$ cat src/pll_pkg.sv
package pll_pkg;

    // Request kinds
    localparam logic [1:0] REQ_READ   = 2'd0;
    localparam logic [1:0] REQ_WRITE  = 2'd1;
    localparam logic [1:0] REQ_INSERT = 2'd2;
    localparam logic [1:0] REQ_REMOVE = 2'd3;

    // Status codes
    localparam logic [1:0] ST_OK     = 2'd0;
    localparam logic [1:0] ST_BADPOS = 2'd1;
    localparam logic [1:0] ST_FULL   = 2'd2;

    // Field widths
    localparam int REQ_W   = 2;
    localparam int POS_W   = 7;
    localparam int DATA_W  = 32;
    localparam int STAT_W  = 2;
    localparam int COUNT_W = 7;

    // Stream word widths, padded to whole bytes
    localparam int IN_BITS   = REQ_W + POS_W + DATA_W;
    localparam int IN_TDATA  = ((IN_BITS + 7) / 8) * 8;
    localparam int OUT_BITS  = DATA_W + STAT_W + COUNT_W + 1;
    localparam int OUT_TDATA = ((OUT_BITS + 7) / 8) * 8;

    // Free pool control from the sequencer
    typedef struct packed {
        logic prep;   // fetch the top of the return stack
        logic take;   // allocate one node
        logic put;    // return one node
    } pool_ctrl_t;

endpackage

$ cat src/positional_linked_list.sv
// A rejected request goes from S_CHECK straight to S_RESP; any other request first
// walks its hops in S_WALK, where hops is position-1 for read/overwrite and
// position-2 for insert/remove above position 2 (else 0). One link memory read per
// hop sets the walk.
// Throughput: one request at a time; the next is taken in the cycle after the result
// is in the output register. Reset (rst_n low, async) empties the list; no clearing pass.
module positional_linked_list #(
    parameter int CAPACITY    = 64,
    parameter int VALUE_WIDTH = 32
) (
    input  logic                          clk,
    input  logic                          rst_n,
    // s_tdata: req_type[1:0], position[8:2], item_value[40:9], zero pad
    input  logic [pll_pkg::IN_TDATA-1:0]  s_tdata,
    input  logic                          s_tvalid,
    output logic                          s_tready,
    // m_tdata: read_value[31:0], status[33:32], item_count[40:34], is_empty[41], zero pad
    output logic [pll_pkg::OUT_TDATA-1:0] m_tdata,
    output logic                          m_tvalid,
    input  logic                          m_tready
);
    import pll_pkg::*;

    localparam int NW   = $clog2(CAPACITY);
    localparam int CW   = $clog2(CAPACITY + 1);
    localparam int SW   = (VALUE_WIDTH < DATA_W) ? VALUE_WIDTH : DATA_W;
    localparam int CMPW = ((CW > POS_W) ? CW : POS_W) + 1;

    typedef enum logic [3:0] {
        S_IDLE, S_CHECK, S_WALK, S_ACT, S_RD,
        S_INS2, S_INS3, S_REM1, S_REM2, S_RESP
    } state_t;

    state_t            state_reg;
    logic [REQ_W-1:0]  req_reg;
    logic [POS_W-1:0]  pos_reg;
    logic [SW-1:0]     item_reg;
    logic [POS_W-1:0]  steps_reg;
    logic              first_reg;
    logic [NW-1:0]     cur_reg;
    logic [NW-1:0]     nn_reg;
    logic [NW-1:0]     gone_reg;
    logic [NW-1:0]     head_reg;
    logic [CW-1:0]     count_reg;
    logic [SW-1:0]     rd_reg;
    logic [STAT_W-1:0] status_reg;
    logic              m_tvalid_reg;
    logic [OUT_TDATA-1:0] m_tdata_reg;

    // Node stores
    logic [SW-1:0]     val_mem  [CAPACITY];
    logic [NW-1:0]     link_mem [CAPACITY];
    logic [SW-1:0]     val_rdata_reg;
    logic [NW-1:0]     link_rdata_reg;

    logic              val_we, val_ren, link_we, link_ren;
    logic [NW-1:0]     val_waddr, val_raddr, link_waddr, link_raddr, link_wdata;
    logic [SW-1:0]     val_wdata;

    pool_ctrl_t        pool_ctrl;
    logic [NW-1:0]     alloc_node;
    logic              pool_full;

    logic [CMPW-1:0]   pos_ext, cnt_ext;
    logic              pos_bad;
    logic              s_fire;
    logic [DATA_W-1:0] rd_word;
    logic [OUT_TDATA-1:0] resp_word;

    assign s_tready = (state_reg == S_IDLE);
    assign s_fire   = s_tvalid && s_tready;
    assign m_tvalid = m_tvalid_reg;
    assign m_tdata  = m_tdata_reg;

    // Position range check: insert allows count+1
    assign pos_ext = CMPW'(pos_reg);
    assign cnt_ext = CMPW'(count_reg);
    always_comb
    begin
        if (req_reg == REQ_INSERT)
        begin
            pos_bad = (pos_ext == '0) || (pos_ext > cnt_ext + CMPW'(1));
        end
        else
        begin
            pos_bad = (pos_ext == '0) || (pos_ext > cnt_ext);
        end
    end

    // Result word
    always_comb
    begin
        rd_word          = '0;
        rd_word[SW-1:0]  = rd_reg;
        resp_word        = '0;
        resp_word[DATA_W-1:0]                        = rd_word;
        resp_word[DATA_W+STAT_W-1:DATA_W]            = status_reg;
        resp_word[DATA_W+STAT_W+COUNT_W-1:DATA_W+STAT_W] = COUNT_W'(count_reg);
        resp_word[DATA_W+STAT_W+COUNT_W]             = (count_reg == '0);
    end

    // Memory port control per sequencer step
    always_comb
    begin
        val_we     = 1'b0;
        val_waddr  = cur_reg;
        val_wdata  = item_reg;
        val_ren    = 1'b0;
        val_raddr  = (state_reg == S_REM1) ? link_rdata_reg : cur_reg;
        link_we    = 1'b0;
        link_waddr = cur_reg;
        link_wdata = nn_reg;
        link_ren   = 1'b0;
        pool_ctrl  = '0;
        if ((state_reg == S_WALK) || (state_reg == S_REM1))
        begin
            link_raddr = link_rdata_reg;
        end
        else if (state_reg == S_CHECK)
        begin
            link_raddr = head_reg;
        end
        else
        begin
            link_raddr = cur_reg;
        end

        unique case (state_reg)
            S_CHECK:
            begin
                pool_ctrl.prep = (req_reg == REQ_INSERT);
                link_ren       = 1'b1;
            end
            S_WALK:
            begin
                link_ren = (steps_reg != POS_W'(1));
            end
            S_ACT:
            begin
                unique case (req_reg)
                    REQ_READ:
                    begin
                        val_ren = 1'b1;
                    end
                    REQ_WRITE:
                    begin
                        val_we = 1'b1;
                    end
                    REQ_INSERT:
                    begin
                        pool_ctrl.take = 1'b1;
                        val_we         = 1'b1;
                        val_waddr      = alloc_node;
                        if (first_reg)
                        begin
                            link_we    = 1'b1;
                            link_waddr = alloc_node;
                            link_wdata = head_reg;
                        end
                        else
                        begin
                            link_ren = 1'b1;
                        end
                    end
                    REQ_REMOVE:
                    begin
                        link_ren = 1'b1;
                        val_ren  = first_reg;
                    end
                    default:
                    begin
                    end
                endcase
            end
            S_INS2:
            begin
                link_we    = 1'b1;
                link_waddr = nn_reg;
                link_wdata = link_rdata_reg;
            end
            S_INS3:
            begin
                link_we = 1'b1;
            end
            S_REM1:
            begin
                link_ren = 1'b1;
                val_ren  = 1'b1;
            end
            S_REM2:
            begin
                pool_ctrl.put = 1'b1;
                link_we       = !first_reg;
                link_wdata    = link_rdata_reg;
            end
            default:
            begin
            end
        endcase
    end

    // Node memories
    always_ff @(posedge clk)
    begin
        if (val_we)
        begin
            val_mem[val_waddr] <= val_wdata;
        end
        if (val_ren)
        begin
            val_rdata_reg <= val_mem[val_raddr];
        end
        if (link_we)
        begin
            link_mem[link_waddr] <= link_wdata;
        end
        if (link_ren)
        begin
            link_rdata_reg <= link_mem[link_raddr];
        end
    end

    pll_free_pool #(
        .CAPACITY (CAPACITY)
    ) u_pool (
        .clk        (clk),
        .rst_n      (rst_n),
        .ctrl       (pool_ctrl),
        .put_node   (gone_reg),
        .alloc_node (alloc_node),
        .full       (pool_full)
    );

    // Sequencer
    always_ff @(posedge clk or negedge rst_n)
    begin
        if (!rst_n)
        begin
            state_reg    <= S_IDLE;
            head_reg     <= '0;
            count_reg    <= '0;
            m_tvalid_reg <= 1'b0;
        end
        else
        begin
            // drop the result word once taken, unless a new one replaces it
            if (m_tvalid_reg && m_tready && (state_reg != S_RESP))
            begin
                m_tvalid_reg <= 1'b0;
            end
            unique case (state_reg)
                S_IDLE:
                begin
                    if (s_fire)
                    begin
                        req_reg   <= s_tdata[REQ_W-1:0];
                        pos_reg   <= s_tdata[REQ_W+POS_W-1:REQ_W];
                        item_reg  <= s_tdata[REQ_W+POS_W+SW-1:REQ_W+POS_W];
                        state_reg <= S_CHECK;
                    end
                end
                S_CHECK:
                begin
                    rd_reg     <= '0;
                    cur_reg    <= head_reg;
                    first_reg  <= (pos_reg == POS_W'(1));
                    if ((req_reg == REQ_INSERT) || (req_reg == REQ_REMOVE))
                    begin
                        steps_reg <= (pos_reg > POS_W'(1)) ? pos_reg - POS_W'(2) : '0;
                    end
                    else
                    begin
                        steps_reg <= pos_reg - POS_W'(1);
                    end
                    if (pos_bad)
                    begin
                        status_reg <= ST_BADPOS;
                        state_reg  <= S_RESP;
                    end
                    else if ((req_reg == REQ_INSERT) && pool_full)
                    begin
                        status_reg <= ST_FULL;
                        state_reg  <= S_RESP;
                    end
                    else if (((req_reg == REQ_INSERT) || (req_reg == REQ_REMOVE))
                             ? (pos_reg <= POS_W'(2)) : (pos_reg == POS_W'(1)))
                    begin
                        status_reg <= ST_OK;
                        state_reg  <= S_ACT;
                    end
                    else
                    begin
                        status_reg <= ST_OK;
                        state_reg  <= S_WALK;
                    end
                end
                S_WALK:
                begin
                    // follow one link per cycle
                    cur_reg   <= link_rdata_reg;
                    steps_reg <= steps_reg - POS_W'(1);
                    if (steps_reg == POS_W'(1))
                    begin
                        state_reg <= S_ACT;
                    end
                end
                S_ACT:
                begin
                    unique case (req_reg)
                        REQ_READ:
                        begin
                            state_reg <= S_RD;
                        end
                        REQ_WRITE:
                        begin
                            state_reg <= S_RESP;
                        end
                        REQ_INSERT:
                        begin
                            nn_reg    <= alloc_node;
                            count_reg <= count_reg + CW'(1);
                            if (first_reg)
                            begin
                                head_reg  <= alloc_node;
                                state_reg <= S_RESP;
                            end
                            else
                            begin
                                state_reg <= S_INS2;
                            end
                        end
                        REQ_REMOVE:
                        begin
                            gone_reg  <= cur_reg;
                            count_reg <= count_reg - CW'(1);
                            state_reg <= first_reg ? S_REM2 : S_REM1;
                        end
                        default:
                        begin
                        end
                    endcase
                end
                S_RD:
                begin
                    rd_reg    <= val_rdata_reg;
                    state_reg <= S_RESP;
                end
                S_INS2:
                begin
                    state_reg <= S_INS3;
                end
                S_INS3:
                begin
                    state_reg <= S_RESP;
                end
                S_REM1:
                begin
                    gone_reg  <= link_rdata_reg;
                    state_reg <= S_REM2;
                end
                S_REM2:
                begin
                    rd_reg <= val_rdata_reg;
                    if (first_reg)
                    begin
                        head_reg <= link_rdata_reg;
                    end
                    state_reg <= S_RESP;
                end
                S_RESP:
                begin
                    // hold until the output register is free
                    if (!m_tvalid_reg || m_tready)
                    begin
                        m_tdata_reg  <= resp_word;
                        m_tvalid_reg <= 1'b1;
                        state_reg    <= S_IDLE;
                    end
                end
                default:
                begin
                    state_reg <= S_IDLE;
                end
            endcase
        end
    end

    a_count_bound: assert property (@(posedge clk) disable iff (!rst_n)
        count_reg <= CW'(CAPACITY))
        else $error("list count above capacity");

    a_count_step: assert property (@(posedge clk) disable iff (!rst_n)
        (count_reg != $past(count_reg)) |-> ($past(state_reg) == S_ACT)
        && ((count_reg == $past(count_reg) + CW'(1))
        || (count_reg == $past(count_reg) - CW'(1))))
        else $error("list count changed outside a commit step");

    a_walk_steps: assert property (@(posedge clk) disable iff (!rst_n)
        (state_reg == S_WALK) |-> (steps_reg != '0))
        else $error("walk entered with no hops left");

    a_accept_starts: assert property (@(posedge clk) disable iff (!rst_n)
        s_fire |=> (state_reg == S_CHECK))
        else $error("accepted word did not start a request");

endmodule

$ cat src/pll_free_pool.sv
module pll_free_pool #(
    parameter int CAPACITY = 64
) (
    input  logic                            clk,
    input  logic                            rst_n,
    input  pll_pkg::pool_ctrl_t             ctrl,
    input  logic [$clog2(CAPACITY)-1:0]     put_node,
    output logic [$clog2(CAPACITY)-1:0]     alloc_node,
    output logic                            full
);
    import pll_pkg::*;

    localparam int NW = $clog2(CAPACITY);
    localparam int CW = $clog2(CAPACITY + 1);

    // Returned nodes stack, plus a counter of nodes never handed out yet.
    // Pops serve returned nodes first (LIFO), then fresh nodes in order.
    logic [NW-1:0] stack_mem [CAPACITY];
    logic [NW-1:0] stack_rdata_reg;
    logic [CW-1:0] ret_top_reg;
    logic [CW-1:0] fresh_reg;
    logic [CW-1:0] ret_dec;

    assign ret_dec    = ret_top_reg - CW'(1);
    assign alloc_node = (ret_top_reg != '0) ? stack_rdata_reg : fresh_reg[NW-1:0];
    assign full       = (ret_top_reg == '0) && (fresh_reg == CW'(CAPACITY));

    // Stack memory: one write, one registered read
    always_ff @(posedge clk)
    begin
        if (ctrl.put)
        begin
            stack_mem[ret_top_reg[NW-1:0]] <= put_node;
        end
        if (ctrl.prep)
        begin
            stack_rdata_reg <= stack_mem[ret_dec[NW-1:0]];
        end
    end

    // Advance stack top and fresh counter
    always_ff @(posedge clk or negedge rst_n)
    begin
        if (!rst_n)
        begin
            ret_top_reg <= '0;
            fresh_reg   <= '0;
        end
        else
        begin
            if (ctrl.take)
            begin
                if (ret_top_reg != '0)
                begin
                    ret_top_reg <= ret_dec;
                end
                else
                begin
                    fresh_reg <= fresh_reg + CW'(1);
                end
            end
            else if (ctrl.put)
            begin
                ret_top_reg <= ret_top_reg + CW'(1);
            end
        end
    end

    a_take_not_full: assert property (@(posedge clk) disable iff (!rst_n)
        ctrl.take |-> !full)
        else $error("node taken from empty pool");

    a_no_take_and_put: assert property (@(posedge clk) disable iff (!rst_n)
        !(ctrl.take && ctrl.put))
        else $error("pool take and put in one cycle");

    a_pool_bounds: assert property (@(posedge clk) disable iff (!rst_n)
        (ret_top_reg <= CW'(CAPACITY)) && (fresh_reg <= CW'(CAPACITY))
        && (ret_top_reg <= fresh_reg))
        else $error("free pool counters out of range");

endmodule
$ cat config.mk
export PLATFORM = sky130hd
export DESIGN_NAME = positional_linked_list
export DESIGN_NICKNAME = d
export VERILOG_FILES = /design/src/pll_pkg.sv /design/src/positional_linked_list.sv /design/src/pll_free_pool.sv
export SDC_FILE = /design/constraint.sdc
export NUM_CORES = 2
export LEC_CHECK = 0
export BUFFER_PORTS_ARGS = -buffer_cell sky130_fd_sc_hd__buf_2
export CAP_MARGIN = 20
export CELL_PAD_IN_SITES_DETAIL_PLACEMENT = 0
export CELL_PAD_IN_SITES_GLOBAL_PLACEMENT = 1
export CORE_UTILIZATION = 32
export CTS_CLUSTER_SIZE = 28
export DETAILED_ROUTE_END_ITERATION = 7
export GPL_TIMING_DRIVEN = 1
export PLACE_DENSITY_LB_ADDON = 0.1
export REMOVE_ABC_BUFFERS = 1
export SYNTH_ARGS = -nofsm -noshare
export SYNTH_HDL_FRONTEND = slang
export SYNTH_SLANG_ARGS = --single-unit
export TNS_END_PERCENT = 1
$ cat constraint.sdc
create_clock -name clk -period 6.3 [get_ports clk]
set_input_delay 1.26 -clock clk [delete_from_list [all_inputs] [get_ports clk]]
set_output_delay 1.26 -clock clk [all_outputs]
set_load 0.01 [all_outputs]
Word-level counts from Yosys, hierarchy flattened
Memories as Yosys holds them, arrays and structs flattened. A register that Yosys moved wholly into a read port is not among the register bits.
Cells that the tools add are included.
{ "totals": {"regBits": 175, "ram_bits": 2816, "in_bits": 52, "out_inout_bits": 50, "word_cells": 164, "mem_count": 3} }
{ "mem_list": {"columns": ["name", "words", "word_bits", "read_ports", "rd_clocked_by_memory_dff", "wr", "line", "text"], "rows": [
  ["val_mem", 64, 32, 1, 1, 1, "positional_linked_list.sv:51", "logic [SW-1:0] val_mem [CAPACITY];"],
  ["link_mem", 64, 6, 1, 1, 1, "positional_linked_list.sv:52", "logic [NW-1:0] link_mem [CAPACITY];"],
  ["u_pool.stack_mem", 64, 6, 1, 1, 1, "pll_free_pool.sv:18", "logic [NW-1:0] stack_mem [CAPACITY];"]
]} }
{ "classes": {"n_addsub": 9, "n_lt_le_gt_ge": 4, "n_eq_ne": 25, "n_mux": 63, "bitwise_logic": 1, "n_reduce_logical": 42} }
{ "op_table": {"columns": ["operator", "count"], "rows": [
  ["6-bit two-way mux", 14],
  ["32-bit one-hot mux with 2 select lines", 1],
  ["6-bit one-hot mux with 2 select lines", 5],
  ["7-bit two-way mux", 5],
  ["4-bit one-hot mux with 8 select lines", 1],
  ["4-bit two-way mux", 7],
  ["7-bit one-hot mux with 2 select lines", 2],
  ["7-bit by 1-bit subtractor with 7-bit output, second input constant", 4],
  ["7-bit by 1-bit adder with 7-bit output, second input constant", 3],
  ["1-bit two-way mux", 21],
  ["4-bit by 3-bit equality test with 1-bit output, second input constant", 4],
  ["4-bit one-hot mux with 4 select lines", 1],
  ["3-bit AND reduction", 5],
  ["7-bit by 1-bit equality test with 1-bit output, second input constant", 2],
  ["7-bit logical NOT", 2],
  ["2-bit AND reduction", 6],
  ["2-bit nonzero test", 6],
  ["2-bit != test, second input constant", 5],
  ["2-bit OR reduction", 5],
  ["7-bit by 1-bit adder with 8-bit output, second input constant", 1],
  ["4-bit by 2-bit equality test with 1-bit output, second input constant", 2],
  ["4-bit equality test, second input constant", 2],
  ["7-bit by 8-bit greater-than comparator with 1-bit output", 1],
  ["8-bit logical NOT", 1],
  ["23 further kinds", 38]
]} }

Longest topological paths before layout
{ "logic_depth": {"word_depth": 7, "mapped_depth": 14, "ltp_nobuf": 12} }

Cells and area by module
A second synthesis with hierarchy kept.
{ "hier_totals": {"cells_unflattened": 8633, "hier_area_um2": 121333.9} }
{ "modules_own_cells": {"columns": ["module", "instances", "cells_each", "area_each_um2", "seq_area_each_um2"], "rows": [
  ["positional_linked_list", 1, 7706, 105030.7, 78915.7],
  ["pll_free_pool", 1, 927, 16303.1, 12061.6]
]} }

Worst setup path after synthesis
Ideal clock, no wire load.
{ "synth_timing": {"path_type": "register -> register", "startpoint": "reg u_pool.ret_top_reg[0]", "endpoint": "mem val_mem[45][0] in the netlist's numbering (enable)", "setup_time_ns": 0.421, "arrival_ns": 4.617, "t_required_ns": 5.879, "setup_slack_ns": 1.261, "path_stages_with_launch": 12, "n_path_buf": 2, "synth_period_minus_slack_ns": 5.039, "cell_sequence": "dfrtp_1 -> clkbuf_1 -> clkbuf_1 -> inv_1 -> ha_1 -> or3b_4 -> nor4_2 -> mux2_2 -> mux2_2 -> nor2b_1 -> nand3_1 -> nor2_1"} }
{ "synth_via": {"elab_chain_len": 4} }
{ "synth_rtl": {"columns": ["element", "line", "text"], "rows": [
  ["from (decl)", "pll_free_pool.sv:20", "logic [CW-1:0] ret_top_reg;"],
  ["from (signal assigned)", "pll_free_pool.sv:55", "ret_top_reg <= ret_dec;"],
  ["from (signal assigned)", "pll_free_pool.sv:64", "ret_top_reg <= ret_top_reg + CW'(1);"],
  ["7-bit nonzero test", "pll_free_pool.sv:25", "assign alloc_node = (ret_top_reg != '0) ? stack_rdata_reg : fresh_reg[NW-1:0];"],
  ["6-bit two-way mux", "pll_free_pool.sv:25", null],
  ["via alloc_node[1]", "positional_linked_list.sv:61", "logic [NW-1:0] alloc_node;"],
  ["6-bit two-way mux", "positional_linked_list.sv:140", "unique case (req_reg)"],
  ["6-bit two-way mux", "positional_linked_list.sv:128", "unique case (state_reg)"],
  ["to (decl)", "positional_linked_list.sv:51", null]
]} }
The timed path passes the listed nets, and every way through them passes these cells.

Worst setup path after layout
{ "layout_timing": {"startpoint": "reg u_pool.ret_top_reg[0]", "endpoint": "mem val_mem[35][12] in the netlist's numbering (enable)"} }
Same word-level chain as after synthesis.

==> results.toml <==
[outcome]
outcome = "finished clean"

[cts]
cts_buffers = 346
clock_sinks = 3035
cts_tree = "yes"
cts_root_buf = "clkbuf_16"
post_cts.repair.setup_buffers = 0
clk_transition_reported_paths_ns = 0.06
h-tree-depth = 5
cts_hold_buffers = 0
cts_resized = 0
clock_path_buffers = 4
clk_latency_ns = 0.92

[critical_path]
startpoint = "u_pool.ret_top_reg[0]"
worstRegToRegCells = 11
reg2reg_to = "val_mem[35][12]"
cp_cell_sequence = "inv_1 > ha_4 > or3b_4 > or4_1 > mux2_2 > mux2_2 > nand3b_1 > inv_1 > nand2_1 > nor2_4 > buf_4"
cp-end-kind = "flop"
start_kind = "flop"
cp-endpoint = "val_mem[35][12]"
path_class = "reg -> reg"
cp.arrival_ns = 5.59
cpPeakStageDelay_ns = 0.67
r2r_setup_slack_ns = 1.24
rr_startpoint = "u_pool.ret_top_reg[0]"
crit_path_top_delay_cell = "dfrtp_4"
worst-path-max-fanout = 32
required_ns = 6.83

[placed_design]
port_buffers = 88
gp_congestion = 0.801
dpl.hpwl_mm = 204
dp_cells = 13482
post-place-ws_ns = 1.22

[routing]
drt-initial-drc-count = 5819
routedWlPerCell_um = 25.8
ant_nets = 0
vias = 71943
drc_errors = 0
viasPerCell = 5.10
wl_mm = 364
drtPass1Iterations = 8

[timing]
whs_ns = 0.328
final-setup-viol-count = 0
finalHoldViolations = 0
tightest_slew_ns = 1.11
slew_viol_final = 0
finClkSkew_ns = 0.0465
rsz0062_at_grt = "false"
post-route-min-period_ns = 5.06
max_clock_freq_mhz = 198
finalSetupTns_ns = 0
worst_slew_margin_rel_pct = 24.9
worst_slack_ns = 1.24
period_share_pct = 80.3

[floorplan]
row_count = 225
dieArea_mm2 = 0.380
io-pin-count = 102
start_util_pct = 32.2
coreArea_mm2 = 0.376
die_y_um = 616
die_w_um = 616

[worst_hold_path]
hp-class = "in -> async"

[global_routing]
grt_pass1_vias = 72338
grt_pass1_wl_mm = 524
antenna_found_initial = 15
grt_start_max_net_pins = 145
grt_use_total_pct = 18.8
grt_overflow = 0

[power]
power_frac_seq_pct = 39.6
p_sw_mw = 20.2
power_frac_clock_pct = 32.2
swShare_pct = 33.8
powerDensity_mw_per_mm2 = 428
combPwrFrac_pct = 28.2
worst_ir_drop_vdd_v = 0.000328
intPower_mw = 39.5
finalPower_mw = 59.7
leakagePower_nw = 46.4

[layout]
multi_input_area_mm2 = 0.0281
fin_cells = 14115
fin_nets = 8929
largest_reg_flops = 2048
area_growth_pct = 15.4
layout-drive-gt1-share_pct = 11.9
fillers = 35717
regArea_mm2 = 0.0910
largest_register = "val_mem"

[logic_synthesis]
yosys_register_bits = 3035
synth-main-ff-cell = "edfxtp_1"
synth_edf_count = 3003
synth_top_area_share_pct = 74.7
synthTopCellsByArea = "edfxtp_1 (75%), nand2_1 (7.6%), nand3_1 (4.2%)"
yosysSeqAreaShare_pct = 75.3
syn_inst = 8680
synth.avg_cell_area_um2 = 13.9
syn_area_mm2 = 0.121
yosysUniqueCellTypes = 73
async_flop_share_pct = 1.05
yosysTopAreaCell = "edfxtp_1"
yosysWarningCount = 0

[job]
cap_violations = 0
[layout make-up]
type                       instances  area share (%)
antenna                            8          0.0144
clock buffer                     446            6.67
clock inverter                   174           0.974
inverter                          35           0.110
multi-input combinational       5048            20.2
sequential                      3035            65.3
tap                             4994            4.48
timing repair buffer             375            2.31
[cell families after synthesis]
| logic type | count (synthesis) | synth area share (%) |
|---|---|---|
| xor gates and xnor gates | 35 | 0.254 |
| muxes | 182 | 2.83 |
| AOI/OAI and AO/OA | 673 | 4.44 |
| and+or+nand+nor | 4116 | 14.8 |
| buffers and inverters | 602 | 1.99 |
| DFF | 3035 | 75.3 |
| other | 1 | 0.00311 |
| adders and majority gates | 36 | 0.379 |
[critical path, delay by kind of cell (launching register included)]
| kind | cells | cell delay [ns] |
|---|---|---|
| simple gates | 5 | 2.05 |
| mux | 2 | 0.78 |
| buf+inv | 3 | 0.87 |
| flops | 1 | 0.67 |
| fa+ha+maj | 1 | 0.20 |
[worst min path at each step]
stage | cells after the start | endpoint
final | 1 | count_reg[6]
after global routing | 1 | count_reg[6]
after CTS | 1 | count_reg[6]
after detailed placement | 0 | m_tdata[24]
after global placement | 0 | m_tdata[13]
after floorplan | 0 | m_tdata[0]
[stage by stage]
step / instance area (µm²) / utilization (%)
after floorplan: 119000 / -
after global placement: 129000 / 34.3
after detailed placement: 129000 / 34.3
after CTS: 139000 / 37.1
after global routing: 139000 / 37.1
final: 139000 / 37.1
[routing by layer]
layer  up-vias  track usage (%)  part of all wire [%]
li1      32814                -                     -
met1     37180             26.4                    46
met2      1512             31.0                    48
met3       437             2.62                   4.4
met4         0             3.85                   1.9
met5         -                0                     0
[layout by cell type, fill, tap and decap left out, types with 11 or more instances in the layout]
| master | count |
|---|---|
| nor2_1 | 181 |
| clkinv_2 | 57 |
| dfrtp_1 | 31 |
| and3_1 | 270 |
| clkbuf_1 | 87 |
| nand3_1 | 1004 |
| xnor2_1 | 22 |
| a32oi_1 | 30 |
| a311oi_1 | 257 |
| a31oi_1 | 22 |
| and2_1 | 40 |
| mux4_2 | 126 |
| inv_1 | 32 |
| clkbuf_16 | 358 |
| nor2_4 | 69 |
| mux2_2 | 14 |
| ha_1 | 34 |
| edfxtp_1 | 3003 |
| buf_4 | 232 |
| nor2b_1 | 14 |
| nand2_1 | 2427 |
| xor2_1 | 11 |
| nor3_1 | 11 |
| a21oi_1 | 84 |
| o311ai_0 | 123 |
| o2111ai_1 | 24 |
| bufinv_16 | 17 |
| nand4_1 | 38 |
| a221oi_1 | 14 |
| buf_12 | 50 |
| o21ai_0 | 27 |
| a32o_1 | 12 |
| mux2i_1 | 37 |
| a22oi_1 | 13 |
| clkinv_1 | 76 |
| buf_2 | 89 |
[power groups by stage]
stage | Combinational [mW] | Clock (mW) | Sequential (mW)
global placement | 17.0 | 0 | 24.1
floorplan | 9.64 | 0 | 24.2
detailed placement | 17.1 | 0 | 24.1
global route | 18.3 | 20.5 | 23.7
CTS | 17.1 | 19.8 | 23.7
finish | 16.8 | 19.2 | 23.7
[cells in the mapped netlist (38+ instances only)]
master and n:
a311oi_1 257, nor2_1 250, mux4_2 126, mux2i_1 40, buf_2 83, o311ai_0 128, nand2_1 2433, a21oi_1 86
edfxtp_1 3003, nand4_1 38, clkbuf_1 414, and3_1 271, and2_1 40, nand3_1 1004, buf_1 62
Power figures use the tool's default switching activity.
